`src/hw/rtl/nrps_pkg.sv`:
```
`timescale 1ns / 1ps
// ----------------------------------------------------------------------------
// Point search package
// Sizes, request and result codes, and the command and status words that
// join the point search controller and datapath.
// ----------------------------------------------------------------------------
package nrps_pkg;

   localparam int NODE_CAPACITY = 32;
   localparam int COORD_BITS    = 16;
   localparam int IDX_W         = 6;
   localparam int ADDR_W        = (NODE_CAPACITY > 1) ? $clog2(NODE_CAPACITY) : 1;
   localparam int SQR_W         = 2 * COORD_BITS;
   localparam int SQ_W          = 2 * COORD_BITS + 1;
   localparam int DIST_W        = 33;
   localparam int KIND_W        = 3;
   localparam int REQ_W         = 2;

   localparam logic [REQ_W-1:0] REQ_CLEAR  = 2'd0;
   localparam logic [REQ_W-1:0] REQ_INSERT = 2'd1;
   localparam logic [REQ_W-1:0] REQ_QUERY  = 2'd2;

   localparam logic [KIND_W-1:0] KIND_CLEARED  = 3'd0;
   localparam logic [KIND_W-1:0] KIND_INSERTED = 3'd1;
   localparam logic [KIND_W-1:0] KIND_FULL     = 3'd2;
   localparam logic [KIND_W-1:0] KIND_NEAREST  = 3'd3;
   localparam logic [KIND_W-1:0] KIND_WITHIN   = 3'd4;
   localparam logic [KIND_W-1:0] KIND_EMPTY    = 3'd5;

   typedef struct packed {
      logic              accept;
      logic              do_clear;
      logic              do_insert;
      logic              issue;
      logic [IDX_W-1:0]  issue_idx;
      logic              pass2;
      logic              emit;
      logic [KIND_W-1:0] emit_kind;
   } dp_cmd_type;

   typedef struct packed {
      logic [REQ_W-1:0] req_type;
      logic [IDX_W-1:0] count;
      logic             empty;
      logic             full;
      logic             out_free;
      logic             pipe_busy;
      logic             any_match;
      logic             stall;
   } dp_status_type;

endpackage

```
`src/hw/rtl/nrps_req_if.sv`:
```
`timescale 1ns / 1ps
// ----------------------------------------------------------------------------
// Point search request channel
// Valid/ready channel that carries one request word.
// ----------------------------------------------------------------------------
interface nrps_req_if import nrps_pkg::*; ();

   logic                  valid;
   logic                  ready;
   logic [REQ_W-1:0]      req_type;
   logic [COORD_BITS-1:0] point_x;
   logic [COORD_BITS-1:0] point_y;
   logic [COORD_BITS-1:0] search_radius;

   modport source (output valid, output req_type, output point_x, output point_y,
                   output search_radius, input ready);
   modport sink (input valid, input req_type, input point_x, input point_y,
                 input search_radius, output ready);

endinterface

```
`src/hw/rtl/nrps_rsp_if.sv`:
```
`timescale 1ns / 1ps
// ----------------------------------------------------------------------------
// Point search result channel
// Valid/ready channel that carries one result word.
// ----------------------------------------------------------------------------
interface nrps_rsp_if import nrps_pkg::*; ();

   logic              valid;
   logic              ready;
   logic [KIND_W-1:0] result_kind;
   logic [IDX_W-1:0]  node_index;
   logic [DIST_W-1:0] sq_distance;
   logic              last;

   modport source (output valid, output result_kind, output node_index,
                   output sq_distance, output last, input ready);
   modport sink (input valid, input result_kind, input node_index,
                 input sq_distance, input last, output ready);

endinterface

```
`src/hw/rtl/nrps_datapath.sv`:
```
`timescale 1ns / 1ps
// ----------------------------------------------------------------------------
// Point search datapath
// Point memory, request latch, pipelined squared distance unit, nearest and
// last-match tracking, and the result word register.
// ----------------------------------------------------------------------------
module nrps_datapath import nrps_pkg::*; (
   input  logic                  clock,
   input  logic                  reset,
   input  dp_cmd_type            cmd,
   output dp_status_type         status,
   input  logic [REQ_W-1:0]      req_type,
   input  logic [COORD_BITS-1:0] point_x,
   input  logic [COORD_BITS-1:0] point_y,
   input  logic [COORD_BITS-1:0] search_radius,
   input  logic                  rsp_ready,
   output logic                  rsp_valid,
   output logic [KIND_W-1:0]     rsp_kind,
   output logic [IDX_W-1:0]      rsp_index,
   output logic [DIST_W-1:0]     rsp_dist,
   output logic                  rsp_last
);

   function automatic logic [COORD_BITS-1:0] absdiff(input logic [COORD_BITS-1:0] a,
                                                     input logic [COORD_BITS-1:0] b);
      return (a >= b) ? (a - b) : (b - a);
   endfunction

   logic [COORD_BITS-1:0] mem_x [NODE_CAPACITY];
   logic [COORD_BITS-1:0] mem_y [NODE_CAPACITY];

   logic [REQ_W-1:0]      type_ff;
   logic [COORD_BITS-1:0] qx_ff;
   logic [COORD_BITS-1:0] qy_ff;
   logic [SQR_W-1:0]      rsq_ff;
   logic [IDX_W-1:0]      count_ff;

   logic                  s1_vld_ff, s2_vld_ff, s3_vld_ff, s4_vld_ff;
   logic [IDX_W-1:0]      s1_idx_ff, s2_idx_ff, s3_idx_ff, s4_idx_ff;
   logic [COORD_BITS-1:0] s1_x_ff, s1_y_ff, s2_dx_ff, s2_dy_ff;
   logic [SQR_W-1:0]      s3_px_ff, s3_py_ff;
   logic [SQ_W-1:0]       s4_d_ff;

   logic [SQ_W-1:0]       best_d_ff;
   logic [IDX_W-1:0]      best_idx_ff;
   logic [IDX_W-1:0]      last_match_ff;
   logic                  any_match_ff;

   logic                  out_vld_ff;
   logic [KIND_W-1:0]     out_kind_ff;
   logic [IDX_W-1:0]      out_idx_ff;
   logic [DIST_W-1:0]     out_dist_ff;
   logic                  out_last_ff;

   logic                  out_free;
   logic                  match;
   logic                  stall;
   logic                  en;
   logic                  within_load;

   assign out_free    = !out_vld_ff || rsp_ready;
   assign match       = (s4_d_ff <= SQ_W'(rsq_ff));
   assign stall       = s4_vld_ff && cmd.pass2 && match && !out_free;
   assign en          = !stall;
   assign within_load = s4_vld_ff && cmd.pass2 && match && out_free;

   always_ff @(posedge clock) begin
      if (cmd.accept) begin
         type_ff <= req_type;
         qx_ff   <= point_x;
         qy_ff   <= point_y;
         rsq_ff  <= SQR_W'(search_radius) * SQR_W'(search_radius);
      end
   end

   always_ff @(posedge clock) begin
      if (reset) begin
         count_ff <= '0;
      end else if (cmd.do_clear) begin
         count_ff <= '0;
      end else if (cmd.do_insert) begin
         count_ff <= count_ff + IDX_W'(1);
      end
   end

   always_ff @(posedge clock) begin
      if (cmd.do_insert) begin
         mem_x[count_ff[ADDR_W-1:0]] <= qx_ff;
         mem_y[count_ff[ADDR_W-1:0]] <= qy_ff;
      end
      if (en && cmd.issue) begin
         s1_x_ff <= mem_x[cmd.issue_idx[ADDR_W-1:0]];
         s1_y_ff <= mem_y[cmd.issue_idx[ADDR_W-1:0]];
      end
   end

   always_ff @(posedge clock) begin
      if (reset) begin
         s1_vld_ff <= 1'b0;
         s2_vld_ff <= 1'b0;
         s3_vld_ff <= 1'b0;
         s4_vld_ff <= 1'b0;
      end else if (en) begin
         s1_vld_ff <= cmd.issue;
         s2_vld_ff <= s1_vld_ff;
         s3_vld_ff <= s2_vld_ff;
         s4_vld_ff <= s3_vld_ff;
      end
   end

   always_ff @(posedge clock) begin
      if (en) begin
         s1_idx_ff <= cmd.issue_idx;
         s2_idx_ff <= s1_idx_ff;
         s2_dx_ff  <= absdiff(qx_ff, s1_x_ff);
         s2_dy_ff  <= absdiff(qy_ff, s1_y_ff);
         s3_idx_ff <= s2_idx_ff;
         s3_px_ff  <= SQR_W'(s2_dx_ff) * SQR_W'(s2_dx_ff);
         s3_py_ff  <= SQR_W'(s2_dy_ff) * SQR_W'(s2_dy_ff);
         s4_idx_ff <= s3_idx_ff;
         s4_d_ff   <= SQ_W'(s3_px_ff) + SQ_W'(s3_py_ff);
      end
   end

   always_ff @(posedge clock) begin
      if (reset) begin
         any_match_ff <= 1'b0;
      end else if (cmd.accept) begin
         any_match_ff <= 1'b0;
      end else if (s4_vld_ff && !cmd.pass2 && match) begin
         any_match_ff <= 1'b1;
      end
   end

   always_ff @(posedge clock) begin
      if (s4_vld_ff && !cmd.pass2) begin
         if ((s4_idx_ff == '0) || (s4_d_ff < best_d_ff)) begin
            best_d_ff   <= s4_d_ff;
            best_idx_ff <= s4_idx_ff;
         end
         if (match) begin
            last_match_ff <= s4_idx_ff;
         end
      end
   end

   always_ff @(posedge clock) begin
      if (reset) begin
         out_vld_ff <= 1'b0;
      end else if (cmd.emit || within_load) begin
         out_vld_ff <= 1'b1;
      end else if (rsp_ready) begin
         out_vld_ff <= 1'b0;
      end
   end

   always_ff @(posedge clock) begin
      if (cmd.emit) begin
         out_kind_ff <= cmd.emit_kind;
         case (cmd.emit_kind)
            KIND_INSERTED: begin
               out_idx_ff  <= count_ff;
               out_dist_ff <= '0;
               out_last_ff <= 1'b1;
            end
            KIND_NEAREST: begin
               out_idx_ff  <= best_idx_ff;
               out_dist_ff <= DIST_W'(best_d_ff);
               out_last_ff <= !any_match_ff;
            end
            default: begin
               out_idx_ff  <= '0;
               out_dist_ff <= '0;
               out_last_ff <= 1'b1;
            end
         endcase
      end else if (within_load) begin
         out_kind_ff <= KIND_WITHIN;
         out_idx_ff  <= s4_idx_ff;
         out_dist_ff <= DIST_W'(s4_d_ff);
         out_last_ff <= (s4_idx_ff == last_match_ff);
      end
   end

   assign rsp_valid = out_vld_ff;
   assign rsp_kind  = out_kind_ff;
   assign rsp_index = out_idx_ff;
   assign rsp_dist  = out_dist_ff;
   assign rsp_last  = out_last_ff;

   always_comb begin
      status.req_type  = type_ff;
      status.count     = count_ff;
      status.empty     = (count_ff == '0);
      status.full      = (count_ff >= IDX_W'(NODE_CAPACITY));
      status.out_free  = out_free;
      status.pipe_busy = s1_vld_ff || s2_vld_ff || s3_vld_ff || s4_vld_ff;
      status.any_match = any_match_ff;
      status.stall     = stall;
   end

endmodule

```
`src/hw/rtl/nrps_controller.sv`:
```
`timescale 1ns / 1ps
// ----------------------------------------------------------------------------
// Point search controller
// Sequences request dispatch and the scans of a query over the point memory:
// a first scan and, when a point lies within the radius, a second one.
// ----------------------------------------------------------------------------
module nrps_controller import nrps_pkg::*; (
   input  logic          clock,
   input  logic          reset,
   input  logic          req_valid,
   output logic          req_ready,
   output dp_cmd_type    cmd,
   input  dp_status_type status
);

   typedef enum logic [6:0] {
      ST_IDLE     = 7'b0000001,
      ST_DISPATCH = 7'b0000010,
      ST_SCAN1    = 7'b0000100,
      ST_DRAIN1   = 7'b0001000,
      ST_NEAR     = 7'b0010000,
      ST_SCAN2    = 7'b0100000,
      ST_DRAIN2   = 7'b1000000
   } state_type;

   state_type        state_ff, state_in;
   logic [IDX_W-1:0] scan_ff, scan_in;
   logic             scan_end;

   assign scan_end = (scan_ff == (status.count - IDX_W'(1)));

   always_ff @(posedge clock) begin
      if (reset) begin
         state_ff <= ST_IDLE;
      end else begin
         state_ff <= state_in;
      end
   end

   always_ff @(posedge clock) begin
      scan_ff <= scan_in;
   end

   always_comb begin
      state_in      = state_ff;
      scan_in       = scan_ff;
      req_ready     = 1'b0;
      cmd           = '0;
      cmd.issue_idx = scan_ff;
      unique case (state_ff)
         ST_IDLE: begin
            req_ready  = 1'b1;
            cmd.accept = req_valid;
            if (req_valid) begin
               state_in = ST_DISPATCH;
            end
         end
         ST_DISPATCH: begin
            unique case (status.req_type)
               REQ_CLEAR: begin
                  if (status.out_free) begin
                     cmd.emit      = 1'b1;
                     cmd.emit_kind = KIND_CLEARED;
                     cmd.do_clear  = 1'b1;
                     state_in      = ST_IDLE;
                  end
               end
               REQ_INSERT: begin
                  if (status.out_free) begin
                     cmd.emit = 1'b1;
                     if (status.full) begin
                        cmd.emit_kind = KIND_FULL;
                     end else begin
                        cmd.emit_kind = KIND_INSERTED;
                        cmd.do_insert = 1'b1;
                     end
                     state_in = ST_IDLE;
                  end
               end
               REQ_QUERY: begin
                  if (status.empty) begin
                     if (status.out_free) begin
                        cmd.emit      = 1'b1;
                        cmd.emit_kind = KIND_EMPTY;
                        state_in      = ST_IDLE;
                     end
                  end else begin
                     scan_in  = '0;
                     state_in = ST_SCAN1;
                  end
               end
               default: begin
                  state_in = ST_IDLE;
               end
            endcase
         end
         ST_SCAN1: begin
            cmd.issue = 1'b1;
            scan_in   = scan_ff + IDX_W'(1);
            if (scan_end) begin
               state_in = ST_DRAIN1;
            end
         end
         ST_DRAIN1: begin
            if (!status.pipe_busy) begin
               state_in = ST_NEAR;
            end
         end
         ST_NEAR: begin
            if (status.out_free) begin
               cmd.emit      = 1'b1;
               cmd.emit_kind = KIND_NEAREST;
               scan_in       = '0;
               state_in      = status.any_match ? ST_SCAN2 : ST_IDLE;
            end
         end
         ST_SCAN2: begin
            cmd.pass2 = 1'b1;
            if (!status.stall) begin
               cmd.issue = 1'b1;
               scan_in   = scan_ff + IDX_W'(1);
               if (scan_end) begin
                  state_in = ST_DRAIN2;
               end
            end
         end
         ST_DRAIN2: begin
            cmd.pass2 = 1'b1;
            if (!status.pipe_busy) begin
               state_in = ST_IDLE;
            end
         end
         default: begin
            state_in = ST_IDLE;
         end
      endcase
   end

endmodule

```
`src/hw/rtl/nearest_and_radius_point_search_core.sv`:
```
`timescale 1ns / 1ps
// ----------------------------------------------------------------------------
// Nearest and radius point search core
// Brute-force nearest and radius search over a table of 2D points.
// ----------------------------------------------------------------------------
// Clear and insert requests pass through the idle and dispatch states. A query
// on n stored points scans the point memory through a four-stage squared
// distance pipeline, one entry per cycle while the result side does not stall:
// the first scan finds the nearest point and the last point within the radius,
// and a second scan, run only when a point lies within the radius, emits one
// word per match. The next request is taken while the final result word still
// waits in the output register. The point memory needs no clearing after reset;
// entries are read only below the current fill count.
module nearest_and_radius_point_search_core import nrps_pkg::*; (
   input  logic       clock,
   input  logic       reset,
   nrps_req_if.sink   req_chan,
   nrps_rsp_if.source rsp_chan
);

   dp_cmd_type    cmd;
   dp_status_type status;
   logic          req_ready;

   assign req_chan.ready = req_ready;

   nrps_controller u_controller (
      .clock     (clock),
      .reset     (reset),
      .req_valid (req_chan.valid),
      .req_ready (req_ready),
      .cmd       (cmd),
      .status    (status)
   );

   nrps_datapath u_datapath (
      .clock         (clock),
      .reset         (reset),
      .cmd           (cmd),
      .status        (status),
      .req_type      (req_chan.req_type),
      .point_x       (req_chan.point_x),
      .point_y       (req_chan.point_y),
      .search_radius (req_chan.search_radius),
      .rsp_ready     (rsp_chan.ready),
      .rsp_valid     (rsp_chan.valid),
      .rsp_kind      (rsp_chan.result_kind),
      .rsp_index     (rsp_chan.node_index),
      .rsp_dist      (rsp_chan.sq_distance),
      .rsp_last      (rsp_chan.last)
   );

endmodule

```
`src/flat_wrapper.sv`:
```
// flat-port wrapper written by rule: the top's interface ports become plain ports
module nearest_and_radius_point_search_core_flat import nrps_pkg::*;
  (clock, reset, req_chan_valid, req_chan_req_type, req_chan_point_x, req_chan_point_y, req_chan_search_radius, req_chan_ready, rsp_chan_valid, rsp_chan_result_kind, rsp_chan_node_index, rsp_chan_sq_distance, rsp_chan_last, rsp_chan_ready);
  nrps_req_if req_chan_i ();
  nrps_rsp_if rsp_chan_i ();
  input  logic clock;
  input  logic reset;
  input wire logic [$bits(req_chan_i.valid)-1:0] req_chan_valid;
  input wire logic [$bits(req_chan_i.req_type)-1:0] req_chan_req_type;
  input wire logic [$bits(req_chan_i.point_x)-1:0] req_chan_point_x;
  input wire logic [$bits(req_chan_i.point_y)-1:0] req_chan_point_y;
  input wire logic [$bits(req_chan_i.search_radius)-1:0] req_chan_search_radius;
  output wire logic [$bits(req_chan_i.ready)-1:0] req_chan_ready;
  output wire logic [$bits(rsp_chan_i.valid)-1:0] rsp_chan_valid;
  output wire logic [$bits(rsp_chan_i.result_kind)-1:0] rsp_chan_result_kind;
  output wire logic [$bits(rsp_chan_i.node_index)-1:0] rsp_chan_node_index;
  output wire logic [$bits(rsp_chan_i.sq_distance)-1:0] rsp_chan_sq_distance;
  output wire logic [$bits(rsp_chan_i.last)-1:0] rsp_chan_last;
  input wire logic [$bits(rsp_chan_i.ready)-1:0] rsp_chan_ready;
  assign req_chan_i.valid = req_chan_valid;
  assign req_chan_i.req_type = req_chan_req_type;
  assign req_chan_i.point_x = req_chan_point_x;
  assign req_chan_i.point_y = req_chan_point_y;
  assign req_chan_i.search_radius = req_chan_search_radius;
  assign req_chan_ready = req_chan_i.ready;
  assign rsp_chan_valid = rsp_chan_i.valid;
  assign rsp_chan_result_kind = rsp_chan_i.result_kind;
  assign rsp_chan_node_index = rsp_chan_i.node_index;
  assign rsp_chan_sq_distance = rsp_chan_i.sq_distance;
  assign rsp_chan_last = rsp_chan_i.last;
  assign rsp_chan_i.ready = rsp_chan_ready;
  nearest_and_radius_point_search_core u_core (.clock(clock), .reset(reset), .req_chan(req_chan_i), .rsp_chan(rsp_chan_i));
endmodule
```
`config.mk`:
```
export PLATFORM = sky130hd
export DESIGN_NAME = nearest_and_radius_point_search_core_flat
export DESIGN_NICKNAME = d
export VERILOG_FILES = /design/src/hw/rtl/nrps_pkg.sv /design/src/hw/rtl/nrps_req_if.sv /design/src/hw/rtl/nrps_rsp_if.sv /design/src/hw/rtl/nrps_datapath.sv /design/src/hw/rtl/nrps_controller.sv /design/src/hw/rtl/nearest_and_radius_point_search_core.sv /design/src/flat_wrapper.sv
export SDC_FILE = /design/constraint.sdc
export NUM_CORES = 2
export LEC_CHECK = 0
export BUFFER_PORTS_ARGS = -buffer_cell sky130_fd_sc_hd__buf_2
export CORE_UTILIZATION = 30
export DETAILED_ROUTE_END_ITERATION = 8
export GPL_ROUTABILITY_DRIVEN = 1
export HOLD_SLACK_MARGIN = 0.06
export SETUP_SLACK_MARGIN = 0.15
export SYNTH_ARGS = -nofsm -noshare
export SYNTH_HDL_FRONTEND = slang
export SYNTH_SLANG_ARGS = --single-unit
```
`constraint.sdc`:
```
create_clock -name clock -period 19.4 [get_ports clock]
set_clock_uncertainty 0.05 [all_clocks]
set_input_delay 1.94 -clock clock [delete_from_list [all_inputs] [get_ports clock]]
set_output_delay 1.94 -clock clock [all_outputs]
set_load 0.02 [all_outputs]
```
# ---- Yosys cells after proc, flatten, opt, wreduce, memory -nomap -nowiden
# Memory sizes are Yosys's and may differ from the RTL's. A register that Yosys moved wholly into a read port is not among the register bits.
# Index checks and enable logic that the tools add are counted.
dict set report classes {
  n_addsub 8
  mul 3
  magnitude_cmp 5
  eq_ne 22
  mux 53
  reduce_logical 32
}
# cell count
set ops {}
lappend ops {{$mux 33} 3}
lappend ops {{$mul 16x16->32} 3}
lappend ops {{$sub 16x16->16} 4}
lappend ops {{$mux 7} 9}
lappend ops {{$pmux 7 s7} 1}
lappend ops {{$mux 6} 7}
lappend ops {{$add 32x32->33} 1}
lappend ops {{$le 33x32->1} 1}
lappend ops {{$lt 33x33->1} 1}
lappend ops {{$ge 16x16->1} 2}
lappend ops {{$mux 16} 2}
lappend ops {{$pmux 6 s4} 1}
lappend ops {{$mux 4} 5}
lappend ops {{$mux 1} 16}
lappend ops {{$ne 2x2->1 const B} 8}
lappend ops {{$pmux 7 s2} 1}
lappend ops {{$add 6x1->6 const B} 2}
lappend ops {{$eq 6x6->1} 2}
lappend ops {{$logic_not 6->1} 2}
lappend ops {{$pmux 4 s3} 1}
lappend ops {{$pmux 6 s2} 1}
lappend ops {{$pmux 4 s2} 1}
lappend ops {{$reduce_or 2->1} 4}
lappend ops {{$eq 7x1->1 const B} 1}
lappend ops {{other kinds (25)} 44}
dict set report word_totals {
  reg_bits 332
  ram_bits 1024
  inputBits 54
  out_inout_bits 45
  elab_cells 154
  mem_count 2
}
# memory depth word_bits read_ports rd_ports_with_merged_regs wr line_no
set mem_list {}
lappend mem_list {u_core.u_datapath.mem_x 32 16 1 1 1 nrps_datapath.sv:29} ;# logic [COORD_BITS-1:0] mem_x [NODE_CAPACITY];
lappend mem_list {u_core.u_datapath.mem_y 32 16 1 1 1 nrps_datapath.sv:30} ;# logic [COORD_BITS-1:0] mem_y [NODE_CAPACITY];

# ---- Longest topological paths before layout
dict set report depth {
  depth_word 9
  mapped_depth 26
  depth_no_buf 25
}

# ---- Cells and area by module
# From an unflattened synthesis, not the netlist that was laid out.
dict set report hier_totals {
  cells_unflattened 5457
  area_unflattened_um2 78695.5
}
# mod n_inst cells_each area_each_um2 seq_area_each_um2
set by_module_without_submodules {}
lappend by_module_without_submodules {nrps_datapath 1 5324 77618.2 41079.4}
lappend by_module_without_submodules {nrps_controller 1 133 1077.3 320.3}

# ---- Least setup slack after synthesis
# Ideal clock, no wire load.
dict set report synth_timing {
  kind {input -> register}
  start {in req_chan_search_radius[1]}
  end {reg u_core.u_datapath.rsq_ff[30] (data pin)}
  setup_time_ns 0.258
  arrival_ns 7.548
  required_time_ns 19.092
  setup_slack_ns 11.544
  cell_stages 25
  n_path_buf 2
  cell_sequence {clkbuf_1 > clkbuf_1 > and2_1 > fa_1 > inv_1 > fa_1 > inv_1 > fa_1 > inv_1 > fa_1 > inv_1 > fa_1 > inv_1 > fa_1 > inv_1 > ha_1 > a21oi_1 > o21ai_0 > a31oi_4 > o22ai_1 > o41ai_2 > o211ai_1 > a31o_2 > a21oi_1 > xnor2_1}
}
dict set report synth_between {
  elab_chain_len 1
}
# element line_no
set synth_lines {}
lappend synth_lines {{from (decl)} flat_wrapper.sv:12} ;# input wire logic [$bits(req_chan_i.search_radius)-1:0] req_chan_search_radius;
lappend synth_lines {{$mul 16x16->32} nrps_datapath.sv:72} ;# rsq_ff <= SQR_W'(search_radius) * SQR_W'(search_radius);
lappend synth_lines {{to (signal assigned)} nrps_datapath.sv:72}
lappend synth_lines {{to (decl)} nrps_datapath.sv:35} ;# logic [SQR_W-1:0] rsq_ff;
# Every way passes these cells.
# A chain may end at the register's enable or synchronous reset.

# ---- Worst setup path after layout
dict set report layout_timing {
  start {in req_chan_search_radius[8]}
  end {reg u_core.u_datapath.rsq_ff[30] (data pin)}
}
# Same word-level chain as after synthesis.

==> metrics <==
Synth cell types=74; worst hold-check path type=reg -> reg; Crit path largest cell delay=550 ps; period utilisation layout=0.3947; Die Y=512.3 um; Clk pin slew, worst setup/hold paths=60 ps; slew margin rel.=0.1880; IO buf count=98; pin count of the biggest net entering global routing=129; reg2reg path depth=22; most frequent cells in the layout=edfxtp_1, inv_1, fa_1, ha_1, mux4_2; crit start category=input port; Clk Tree Root Cell=clkbuf_16; initial antenna violation count=2; number of setup violations in the final report=0; Die W=512.3 um; Seq cells post-synth=1,385; final-stage net count=6,540; # diodes=0; Detailed Route WL=181,800 um; max_cap viols=0; via count=43,030; register area share after synthesis=0.5299; critical path type=in -> reg; CTS Hold Bufs=0; synth warn=0; Slew Limit Fails=0; Hold Crit Depth=0; status=finished clean; Overflow after GRT=0; Fin Setup TNS=0 ps; TritonCTS buffer count=147; critical path capture point type=register; core area=257,900 um^2; GRT Util Overall=0.1387; CP most frequent cell=inv_1; vias in the first global route=45,480; FMAX=130.6 MHz; Worst Path Buf+Inv=8; mapped cell area=78,130 um^2; cts repair resizes=0; Placer Congestion=0.8602; CP Max Fanout=12; EDFF count, synth=1,366; first drt pass iteration count=5; Arr. time, crit path=8130 ps; post-DR wirelength/cell=20.11 um; Detail Route Antenna Nets=0; area grow syn2layout=12.75%; prevailing post-synth register cell=edfxtp_1; Finished Core Util=0.3416; r2r setup slk=11,940 ps; Async SR Flop Fraction=0; HPWL after DPL=114,200 um; row cnt=186; vias per cell=4.760; Levels on crit path=25; DRC viols=0; Fin. Hold Viols=0; CTS tree=yes; CTS H-tree lvls=4; setup bufs post-CTS=0; syn nets=6,384; Starting Density=0.3030; RSZ-0062 raised after global routing=no; commonest non-fill, non-tap cell in the layout=edfxtp_1; Die ar.=262,500 um^2; Num Clock Sinks=1,385; Tmin final=7657 ps; clk_lat worst skew=810 ps; first-pass GRT wire length=277,800 um; Crit-path slowest cell=o41ai_2; layout cells sized above 1=0.1478; CP delay by family, top=adder cells; Syn Inst Count=5,379; IO Count=99; worst-margin pin slew=1218 ps; Post-Syn Area per Cell=14.53 um^2; WHS=367.9 ps; Iter 0 DRT Violations=3,452; CTS Buffer Depth=3; Req. time, crit path=19,880 ps
## logic make-up (layout without fill, tap and decap cells)
logic type,after synthesis,in the layout,synth area share
compound gates,549,549,0.04655
simple gates,846,846,0.05129
fa+ha+maj,951,951,0.1995
flops,1385,1385,0.5299
xor+xnor,178,178,0.01995
buf+inv,1093,1370,0.05272
mux,377,377,0.1001
## worst register-to-register path: cells and delay by family, from the launching register on
| kind | cells | cell delay [ps] |
|---|---|---|
| xor+xnor | 2 | 600 |
| compound gates | 3 | 570 |
| flops | 1 | 850 |
| buf+inv | 4 | 430 |
| fa+ha+maj | 7 | 3150 |
| simple gates | 6 | 1530 |
## registers in the layout, indices dropped and copies added, names as in the netlist, 7 cells and up
register and count:
u_core.u_datapath.mem_x 512, u_core.u_datapath.mem_y 512, u_core.u_datapath.best_d_ff 33, u_core.u_datapath.rsp_dist 33, u_core.u_datapath.s4_d_ff 33, u_core.u_datapath.rsq_ff 31
u_core.u_datapath.s3_px_ff 31, u_core.u_datapath.s3_py_ff 31, u_core.u_datapath.qx_ff 16, u_core.u_datapath.qy_ff 16, u_core.u_datapath.s1_x_ff 16, u_core.u_datapath.s1_y_ff 16
u_core.u_datapath.s2_dx_ff 16, u_core.u_datapath.s2_dy_ff 16, u_core.u_controller.state_ff 7
## area by class of cell
| type | count | area [um^2] |
|---|---|---|
| sequential | 1385 | 41400 |
| inverter | 917 | 3442 |
| clock inverter | 94 | 1076 |
| timing repair buffer | 183 | 1154 |
| clock buffer | 176 | 3872 |
| tap | 3384 | 4234 |
| fill | 24820 | 169800 |
| multi-input combinational | 2901 | 32910 |
## metrics by stage
step           setup WS (ps)  std cells  cell area, um^2
2_1_floorplan          11540       5379            78130
3_3_place_gp           11030       8770            83140
3_5_place_dp           10980       8770            83140
4_1_cts                11800       9040            88090
5_1_grt                11390       9040            88090
6_report               11740       9040            88090
## final timing paths
path / startpoint / end
max: req_chan_search_radius[8] / u_core.u_datapath.rsq_ff[30]
min: u_core.u_datapath.s1_idx_ff[1] / u_core.u_datapath.s2_idx_ff[1]
max reg2reg: u_core.u_datapath.s2_dy_ff[2] / u_core.u_datapath.s3_py_ff[31]
min reg2reg: u_core.u_datapath.s1_idx_ff[1] / u_core.u_datapath.s2_idx_ff[1]
## synthesized netlist by cell type (6+ instances only)
cell type / instances / area [um^2]
edfxtp_1: 1366 / 41020
inv_1: 917 / 3442
fa_1: 491 / 9829
ha_1: 460 / 5756
mux4_2: 320 / 7207
nand2_1: 291 / 1092
nor2_1: 210 / 788.3
a21oi_1: 167 / 835.8
clkbuf_1: 137 / 514.2
xnor2_1: 117 / 1025
and2_1: 113 / 706.9
o21ai_0: 92 / 460.4
a21o_1: 88 / 660.6
xor2_1: 61 / 534.3
mux2_2: 37 / 416.7
nand3_1: 37 / 185.2
nor3_1: 35 / 175.2
a22o_1: 34 / 297.8
nor2b_1: 34 / 212.7
nand2b_1: 32 / 200.2
buf_1: 26 / 97.59
o21bai_1: 24 / 180.2
nand4_1: 23 / 143.9
o21a_1: 21 / 157.7
mux2i_1: 20 / 200.2
dfxtp_1: 19 / 380.4
a31o_2: 17 / 148.9
and3_1: 16 / 100.1
a211oi_1: 13 / 97.59
buf_2: 13 / 65.06
a31oi_1: 12 / 75.07
o211ai_1: 12 / 90.09
or3_1: 11 / 68.82
or2_2: 10 / 62.56
nor4_1: 8 / 50.05
o31ai_1: 7 / 52.55
a211o_1: 6 / 52.55
a221oi_1: 6 / 52.55
## metal layers
layer	wire length [um]	GRT usage	share of wire
met5	0	0	0
met4	3585	0.03385	0.020
met3	7475	0.01831	0.041
met2	93500	0.2462	0.51
met1	77250	0.1777	0.42
Power is not shown: default switching activity piles up to over one toggle a cycle in this logic, so the estimate is an artifact.
